### config.mk
export PLATFORM = sky130hd
export DESIGN_NAME = k_nearest_candidate_lists
export DESIGN_NICKNAME = d
export VERILOG_FILES = /design/src/hw/rtl/knc_pkg.sv /design/src/hw/rtl/knc_sort_cell.sv /design/src/hw/rtl/knc_drain_cell.sv /design/src/hw/rtl/k_nearest_candidate_lists.sv
export SDC_FILE = /design/constraint.sdc
export NUM_CORES = 2
export LEC_CHECK = 0
export ABC_CLOCK_PERIOD_IN_PS = 23900
export BUFFER_PORTS_ARGS = -buffer_cell sky130_fd_sc_hd__buf_2
export CAP_MARGIN = 20
export CORE_UTILIZATION = 45
export DETAILED_ROUTE_END_ITERATION = 12
export GPL_TIMING_DRIVEN = 0
export PLACE_DENSITY_LB_ADDON = 0.2
export SLEW_MARGIN = 20
export SYNTH_ARGS = -nofsm -noshare
export SYNTH_HDL_FRONTEND = slang
export SYNTH_SLANG_ARGS = --single-unit
### constraint.sdc
create_clock -name clk_i -period 23.9 [get_ports clk_i]
set_input_delay 5.975 -clock clk_i [delete_from_list [all_inputs] [get_ports clk_i]]
set_output_delay 5.975 -clock clk_i [all_outputs]
set_load 0.005 [all_outputs]
### src/hw/rtl/knc_pkg.sv
// Shared types and constants for the k-nearest candidate list block.
`timescale 1ns / 1ps
package knc_pkg;

  localparam int unsigned NodeBits  = 10;
  localparam int unsigned RankBits  = 4;
  localparam int unsigned KBits     = 5;
  localparam int unsigned NodesBits = 11;
  localparam int unsigned NodesMax  = 1024;
  localparam int unsigned IdxBits   = 7;

  typedef enum logic {
    REG_REQUESTED_COUNT = 1'b0,
    REG_NODE_COUNT      = 1'b1
  } cfg_reg_e;

  typedef struct packed {
    logic insert;
    logic clear;
  } sort_ctl_t;

endpackage

### src/hw/rtl/knc_sort_cell.sv
// One cell of the sorted insertion chain.
`timescale 1ns / 1ps
module knc_sort_cell #(
  parameter int unsigned COST_BITS = 32
) (
  input  logic                              clk_i,
  input  logic                              rst_ni,
  input  knc_pkg::sort_ctl_t                ctl_i,
  input  logic                              en_i,
  input  logic signed [COST_BITS-1:0]       new_cost_i,
  input  logic [knc_pkg::NodeBits-1:0]      new_node_i,
  input  logic signed [COST_BITS-1:0]       prev_cost_i,
  input  logic [knc_pkg::NodeBits-1:0]      prev_node_i,
  input  logic                              prev_valid_i,
  input  logic                              prev_before_i,
  output logic signed [COST_BITS-1:0]       cost_o,
  output logic [knc_pkg::NodeBits-1:0]      node_o,
  output logic                              valid_o,
  output logic                              before_o,
  output logic signed [COST_BITS-1:0]       upd_cost_o,
  output logic [knc_pkg::NodeBits-1:0]      upd_node_o,
  output logic                              upd_valid_o
);

  logic signed [COST_BITS-1:0]  cost_q, cost_d;
  logic [knc_pkg::NodeBits-1:0] node_q, node_d;
  logic                         valid_q, valid_d;
  logic                         eff_valid;
  logic                         ahead;

  assign eff_valid = valid_q & en_i;
  assign ahead     = eff_valid & ((cost_q < new_cost_i) ||
                                  ((cost_q == new_cost_i) && (node_q < new_node_i)));

  always_comb begin
    cost_d      = cost_q;
    node_d      = node_q;
    upd_valid_o = eff_valid;
    if (ctl_i.insert && en_i && !ahead) begin
      if (prev_before_i) begin
        cost_d      = new_cost_i;
        node_d      = new_node_i;
        upd_valid_o = 1'b1;
      end else begin
        cost_d      = prev_cost_i;
        node_d      = prev_node_i;
        upd_valid_o = prev_valid_i;
      end
    end
    valid_d = upd_valid_o & ~ctl_i.clear;
  end

  always_ff @(posedge clk_i or negedge rst_ni) begin
    if (!rst_ni) begin
      valid_q <= 1'b0;
    end else begin
      valid_q <= valid_d;
    end
  end

  always_ff @(posedge clk_i) begin
    cost_q <= cost_d;
    node_q <= node_d;
  end

  assign cost_o     = cost_q;
  assign node_o     = node_q;
  assign valid_o    = eff_valid;
  assign before_o   = ahead;
  assign upd_cost_o = cost_d;
  assign upd_node_o = node_d;

endmodule

### src/hw/rtl/knc_drain_cell.sv
// One cell of the output shift chain that drains a finished list.
`timescale 1ns / 1ps
module knc_drain_cell #(
  parameter int unsigned COST_BITS = 32
) (
  input  logic                              clk_i,
  input  logic                              rst_ni,
  input  logic                              load_i,
  input  logic                              shift_i,
  input  logic signed [COST_BITS-1:0]       load_cost_i,
  input  logic [knc_pkg::NodeBits-1:0]      load_node_i,
  input  logic                              load_valid_i,
  input  logic signed [COST_BITS-1:0]       next_cost_i,
  input  logic [knc_pkg::NodeBits-1:0]      next_node_i,
  input  logic                              next_valid_i,
  output logic signed [COST_BITS-1:0]       cost_o,
  output logic [knc_pkg::NodeBits-1:0]      node_o,
  output logic                              valid_o
);

  logic signed [COST_BITS-1:0]  cost_q, cost_d;
  logic [knc_pkg::NodeBits-1:0] node_q, node_d;
  logic                         valid_q, valid_d;

  always_comb begin
    cost_d  = cost_q;
    node_d  = node_q;
    valid_d = valid_q;
    priority if (load_i) begin
      cost_d  = load_cost_i;
      node_d  = load_node_i;
      valid_d = load_valid_i;
    end else if (shift_i) begin
      cost_d  = next_cost_i;
      node_d  = next_node_i;
      valid_d = next_valid_i;
    end
  end

  always_ff @(posedge clk_i or negedge rst_ni) begin
    if (!rst_ni) begin
      valid_q <= 1'b0;
    end else begin
      valid_q <= valid_d;
    end
  end

  always_ff @(posedge clk_i) begin
    cost_q <= cost_d;
    node_q <= node_d;
  end

  assign cost_o  = cost_q;
  assign node_o  = node_q;
  assign valid_o = valid_q;

endmodule

### src/hw/rtl/k_nearest_candidate_lists.sv
// Top level: k-nearest candidate list builder with insertion chain and output drain.
`timescale 1ns / 1ps
// Takes one edge cost per cycle, one row of the cost matrix per source node, and keeps the
// k cheapest neighbors of the row (ties to the lower index, self pair skipped) in a chain of
// K_MAX sorting cells that compare every cell with the new word in the same cycle. At the row
// end the finished list moves at once into a second chain of cells that shifts it out, one
// candidate word per cycle in ascending order, while the next row already streams in. The
// input thus runs at one word per cycle; a row-end word waits only while the previous list is
// still draining its kept candidates (at most K_MAX), which output back-pressure can hold up.
// Write the configuration registers only while the block is idle.
module k_nearest_candidate_lists #(
  parameter int unsigned K_MAX     = 16,
  parameter int unsigned COST_BITS = 32
) (
  input  logic                       clk_i,
  input  logic                       rst_ni,
  input  logic                       cfg_we_i,
  input  logic                       cfg_idx_i,
  input  logic [10:0]                cfg_data_i,
  input  logic                       s_axis_tvalid,
  output logic                       s_axis_tready,
  // cost, neighbor
  input  logic [((COST_BITS+10+7)/8)*8-1:0] s_axis_tdata,
  // row_end
  input  logic                       s_axis_tlast,
  output logic                       m_axis_tvalid,
  input  logic                       m_axis_tready,
  // row_node, rank, candidate, cost
  output logic [((COST_BITS+24+7)/8)*8-1:0] m_axis_tdata,
  // last
  output logic                       m_axis_tlast
);

  localparam int unsigned NB      = knc_pkg::NodeBits;
  localparam int unsigned RW      = (K_MAX > 1) ? $clog2(K_MAX) : 1;
  localparam int unsigned InW     = ((COST_BITS + 10 + 7) / 8) * 8;
  localparam int unsigned OutW    = ((COST_BITS + 24 + 7) / 8) * 8;
  localparam int unsigned NodeCap = (knc_pkg::NodesMax > 2047) ? 2047 : knc_pkg::NodesMax;

  logic [knc_pkg::KBits-1:0]     k_q;
  logic [knc_pkg::NodesBits-1:0] nodes_q;
  logic [NB-1:0]                 row_q;
  logic [NB-1:0]                 drow_q;
  logic [RW-1:0]                 rank_q;

  logic signed [COST_BITS-1:0]   new_cost;
  logic [NB-1:0]                 new_node;
  logic                          in_acc, out_acc, drain_free;
  knc_pkg::sort_ctl_t            ctl;

  logic signed [COST_BITS-1:0]   s_cost [K_MAX+1];
  logic [NB-1:0]                 s_node [K_MAX+1];
  logic                          s_valid [K_MAX+1];
  logic                          s_before [K_MAX+1];
  logic signed [COST_BITS-1:0]   u_cost [K_MAX];
  logic [NB-1:0]                 u_node [K_MAX];
  logic                          u_valid [K_MAX];
  logic                          cell_en [K_MAX];

  logic signed [COST_BITS-1:0]   d_cost [K_MAX+1];
  logic [NB-1:0]                 d_node [K_MAX+1];
  logic                          d_valid [K_MAX+1];

  logic [knc_pkg::NodesBits-1:0] eff_nodes;
  logic [knc_pkg::NodesBits-1:0] row_inc;
  logic [RW+3:0]                 rank_ext;
  logic [InW-1:0]                in_word;

  assign in_word  = s_axis_tdata;
  assign new_cost = in_word[COST_BITS-1:0];
  assign new_node = in_word[COST_BITS +: NB];

  assign drain_free    = ~d_valid[0] | (m_axis_tready & ~d_valid[1]);
  assign s_axis_tready = ~s_axis_tlast | drain_free;
  assign in_acc        = s_axis_tvalid & s_axis_tready;
  assign out_acc       = d_valid[0] & m_axis_tready;

  assign ctl.insert = in_acc & (new_node != row_q);
  assign ctl.clear  = in_acc & s_axis_tlast;

  // chain head: the new word always ranks after an empty predecessor
  assign s_cost[0]   = new_cost;
  assign s_node[0]   = new_node;
  assign s_valid[0]  = 1'b0;
  assign s_before[0] = 1'b1;

  assign d_cost[K_MAX]  = '0;
  assign d_node[K_MAX]  = '0;
  assign d_valid[K_MAX] = 1'b0;

  for (genvar i = 0; i < K_MAX; i++) begin : g_cell
    assign cell_en[i] = ({2'b00, k_q} > knc_pkg::IdxBits'(i));

    knc_sort_cell #(
      .COST_BITS(COST_BITS)
    ) u_sort (
      .clk_i        (clk_i),
      .rst_ni       (rst_ni),
      .ctl_i        (ctl),
      .en_i         (cell_en[i]),
      .new_cost_i   (new_cost),
      .new_node_i   (new_node),
      .prev_cost_i  (s_cost[i]),
      .prev_node_i  (s_node[i]),
      .prev_valid_i (s_valid[i]),
      .prev_before_i(s_before[i]),
      .cost_o       (s_cost[i+1]),
      .node_o       (s_node[i+1]),
      .valid_o      (s_valid[i+1]),
      .before_o     (s_before[i+1]),
      .upd_cost_o   (u_cost[i]),
      .upd_node_o   (u_node[i]),
      .upd_valid_o  (u_valid[i])
    );

    knc_drain_cell #(
      .COST_BITS(COST_BITS)
    ) u_drain (
      .clk_i       (clk_i),
      .rst_ni      (rst_ni),
      .load_i      (ctl.clear),
      .shift_i     (out_acc),
      .load_cost_i (u_cost[i]),
      .load_node_i (u_node[i]),
      .load_valid_i(u_valid[i]),
      .next_cost_i (d_cost[i+1]),
      .next_node_i (d_node[i+1]),
      .next_valid_i(d_valid[i+1]),
      .cost_o      (d_cost[i]),
      .node_o      (d_node[i]),
      .valid_o     (d_valid[i])
    );
  end

  always_comb begin
    eff_nodes = nodes_q;
    if (nodes_q == '0) begin
      eff_nodes = knc_pkg::NodesBits'(1);
    end else if (nodes_q > knc_pkg::NodesBits'(NodeCap)) begin
      eff_nodes = knc_pkg::NodesBits'(NodeCap);
    end
  end

  assign row_inc = {1'b0, row_q} + knc_pkg::NodesBits'(1);

  always_ff @(posedge clk_i or negedge rst_ni) begin
    if (!rst_ni) begin
      k_q     <= knc_pkg::KBits'(8);
      nodes_q <= knc_pkg::NodesBits'(1024);
      row_q   <= '0;
      drow_q  <= '0;
      rank_q  <= '0;
    end else begin
      if (cfg_we_i) begin
        unique case (knc_pkg::cfg_reg_e'(cfg_idx_i))
          knc_pkg::REG_REQUESTED_COUNT: k_q     <= cfg_data_i[knc_pkg::KBits-1:0];
          knc_pkg::REG_NODE_COUNT:      nodes_q <= cfg_data_i;
          default: ;
        endcase
      end
      if (ctl.clear) begin
        drow_q <= row_q;
        rank_q <= '0;
        row_q  <= (row_inc >= eff_nodes) ? '0 : row_inc[NB-1:0];
      end else if (out_acc) begin
        rank_q <= rank_q + RW'(1);
      end
    end
  end

  assign rank_ext = {4'b0000, rank_q};

  always_comb begin
    m_axis_tdata = '0;
    m_axis_tdata[NB-1:0]                          = drow_q;
    m_axis_tdata[NB +: knc_pkg::RankBits]         = rank_ext[3:0];
    m_axis_tdata[NB+knc_pkg::RankBits +: NB]      = d_node[0];
    m_axis_tdata[2*NB+knc_pkg::RankBits +: COST_BITS] = d_cost[0];
  end

  assign m_axis_tvalid = d_valid[0];
  assign m_axis_tlast  = d_valid[0] & ~d_valid[1];

endmodule

==> results_dict.tcl <==
set metrics [dict create \
    p_total_mw 11.9 \
    routedWlPerCell_microns 28.2 \
    critPathSlowestCell "clkinv_1" \
    cts_made_buffers 163 \
    seq_area_frac_synth_pct 45.7 \
    cp.arrival_ns 13.87 \
    power.density_mw_per_mm2 136 \
    grt_usage_pct 34.2 \
    yosysTopAreaCell "edfxtp_1" \
    fmax_mhz 74.8 \
    max_slew_margin_pct 15.6 \
    yosys.cell_count.top_type "nand2_1" \
    final_area_sq_mm 0.0871 \
    synth_top_cells_by_count "nand2_1, nor2_1, dfxtp_1, edfxtp_1, ha_1" \
    grt_pass1_wl_mm 435 \
    ys_seq_elements 1416 \
    worst-path-max-fanout 20 \
    synth_edf_count 672 \
    die_y_microns 417 \
    min_path_type "reg2reg" \
    ant_nets 0 \
    cts_resized 0 \
    synthTopCellsByArea "edfxtp_1, dfxtp_1, ha_1" \
    ys.flop_type "edfxtp_1" \
    cts-root-buf "clkbuf_16" \
    vias 66000 \
    worst_pin_slew_ns 1.27 \
    grt_overflow 0 \
    cp_num_buf_inv 5 \
    gp_congestion 1.01 \
    area_growth_pct 12.4 \
    die-area_sq_mm 0.174 \
    grt_max_degree 54 \
    required_ns 24.40 \
    synth_cells 8050 \
    start_util_pct 45.5 \
    clock_latency_ns 0.81 \
    syn-cell-area_sq_mm 0.0775 \
    routed_via_density 6.10 \
    worst_path_dominant_cell_family "compound AO/OA/AOI/OAI gates" \
    path_class "in2reg" \
    ys_types 81 \
    fin_nets 9103 \
    grt_pass1_vias 64900 \
    fin_setup_tns_ns 0 \
    slew_violations 0 \
    cts_tree "yes" \
    post-route-min-period_ns 13.37 \
    max_stage_delay_ns 0.95 \
    post_dp_cell_area_sq_mm 0.0817 \
    cp_common_cell "buf_2" \
    io_pins 125 \
    nFillCells 15800 \
    drv_cap 0 \
    fp.dieW_microns 417 \
    path_cells "buf_2 -> clkinv_1 -> ha_1 -> nand4_1 -> nor4_2 -> a21boi_0 -> o311ai_2 -> a41oi_1 -> o21ai_2 -> nor3_2 -> buf_4 -> buf_2 -> buf_1 -> nor2_1 -> o31ai_1" \
    drt_pre_antenna_iters 6 \
    worstSetupStartpointType "input port" \
    cts_sinks 1416 \
    leakage_nw 36.8 \
    setup_violations 0 \
    finalHoldViolCount 0 \
    ctsHtreeMaxLevel 4 \
    antenna_found_initial 15 \
    avgSynthCellArea_sq_um 9.63 \
    grt_setup_unrepaired "false" \
    rows 151 \
    initialDrtViolationCount 6691 \
    drc_errors 0 \
    yosysWarnings 0 \
    critPathCaptureType "register" \
    portBuffers 118 \
    synth_nets 8785 \
    dp_hpwl_mm 240 \
    clkTransAtPathRegs_ns 0.06 \
    routed_wl_mm 305 \
    fin_util_pct 51.2 \
    fin_crit_sh_pct 55.9 \
    peakVddDrop_v 0.0000738 \
    hold_buffers 0 \
    yosysTopAreaCellShare_pct 26.0 \
    core_sq_mm 0.170 \
    post-cts-setup-buffers 0 \
    clk_path_buf_depth 3 \
    layout-drive-gt1-share_pct 8.55 \
    status "finished clean" \
    skew_ns 0.0181 \
    synthArstFlopShare_pct 5.08 \
]
==> tightest hold or removal path: stages, from the launching register on <==
cell	delay [ns]
dfrtp_1	0.34
nand2_1	0.05
nand2_1	0.05
==> registers in the layout, indices dropped and copies added (netlist names) <==
name,flops
g_cell.u_drain.cost_o,512
g_cell.u_sort.cost_o,512
g_cell.u_drain.node_o,160
g_cell.u_sort.node_o,160
g_cell.u_drain.valid_o,16
g_cell.u_sort.valid_q,16
nodes_q,11
drow_q,10
row_q,10
k_q,5
rank_q,4
==> kinds of logic (layout without fill, tap and decap cells) <==
logic type / Yosys count / count (layout) / share of synthesized area [%]
compound gates: 1920 / 1920 / 16.6
xor+xnor: 23 / 23 / 0.260
fa+ha+maj: 669 / 669 / 10.8
buf+inv: 718 / 1172 / 3.83
flops: 1416 / 1416 / 45.7
mux: 524 / 524 / 7.19
other cells: 0 / 9 / 0
simple gates: 2780 / 2780 / 15.6
==> per-layer routing <==
layer	vias to the layer above	global-route usage [%]	part of all wire, %
met5	-	0	0.015
met4	6	22.5	7.1
met3	771	5.97	7.6
met2	3038	55.1	46
met1	31900	42.2	40
li1	30300	-	-
==> power breakdown <==
part | total [mW] | internal (mW) | leakage [nW] | switching (mW)
Sequential | 4.54 | 3.76 | 13.0 | 0.783
Combinational | 4.82 | 1.76 | 21.2 | 3.06
Clock | 2.53 | 1.46 | 2.59 | 1.07
==> per-stage QoR <==
stage	cells	hold slack [ns]	setup slack [ns]
after floorplan	8050	0.452	1.25
after global placement	10500	0.461	-10.36
after detailed placement	10500	0.463	10.44
after CTS	10800	0.477	11.26
after global routing	10800	0.496	10.84
final	10800	0.475	10.53
==> final timing paths <==
kind                                               endpoint                        start  slack (ns)  cells after the start
worst max register to register  g_cell[1].u_drain.node_o[2]  g_cell[1].u_sort.cost_o[15]       17.01                     13
max in group asynchronous         g_cell[2].u_drain.valid_o                       rst_ni       18.15                      2
worst min-delay path                              drow_q[8]                    drow_q[8]        0.48                      2
worst max-delay path            g_cell[1].u_drain.node_o[2]             s_axis_tdata[13]       10.53                     15
worst min register to register                    drow_q[8]                    drow_q[8]        0.48                      2
min in group asynchronous                            k_q[0]                       rst_ni        5.13                      1
==> area by class of cell <==
class                      instances  area, sq um  area share, %
clock inverter                    62          500          0.574
multi-input combinational       5916        39200           45.0
buffer                           585         2500           2.87
inverter                         133          499          0.573
antenna                            9         22.5         0.0258
timing repair buffer             153         1350           1.54
tap                             2295         2870           3.30
clock buffer                     239         4790           5.50
sequential                      1416        35400           40.7
==> cells in the final DEF, fill, tap and decap left out, types with 19 or more instances in the layout <==
master / n
clkbuf_1: 446
mux2_2: 104
and2_1: 50
o21ai_0: 263
nand2b_1: 34
nand4_1: 145
o211ai_1: 354
edfxtp_1: 672
buf_2: 171
mux2_4: 39
ha_1: 669
o211a_1: 171
inv_1: 97
nor4_1: 22
mux2i_1: 381
clkbuf_16: 171
clkinv_2: 28
dfxtp_1: 672
dfrtp_1: 70
inv_2: 27
clkinv_1: 24
buf_4: 46
buf_16: 19
o31ai_1: 265
a21o_1: 65
buf_1: 54
and3_1: 23
a211oi_1: 87
nand3_1: 343
nor2b_1: 27
nand4b_1: 45
nand2_1: 1176
a21oi_1: 578
clkbuf_2: 25
clkbuf_8: 26
nor3_1: 26
nor2_1: 829
Note: power is estimated with default switching activity, not from simulation.
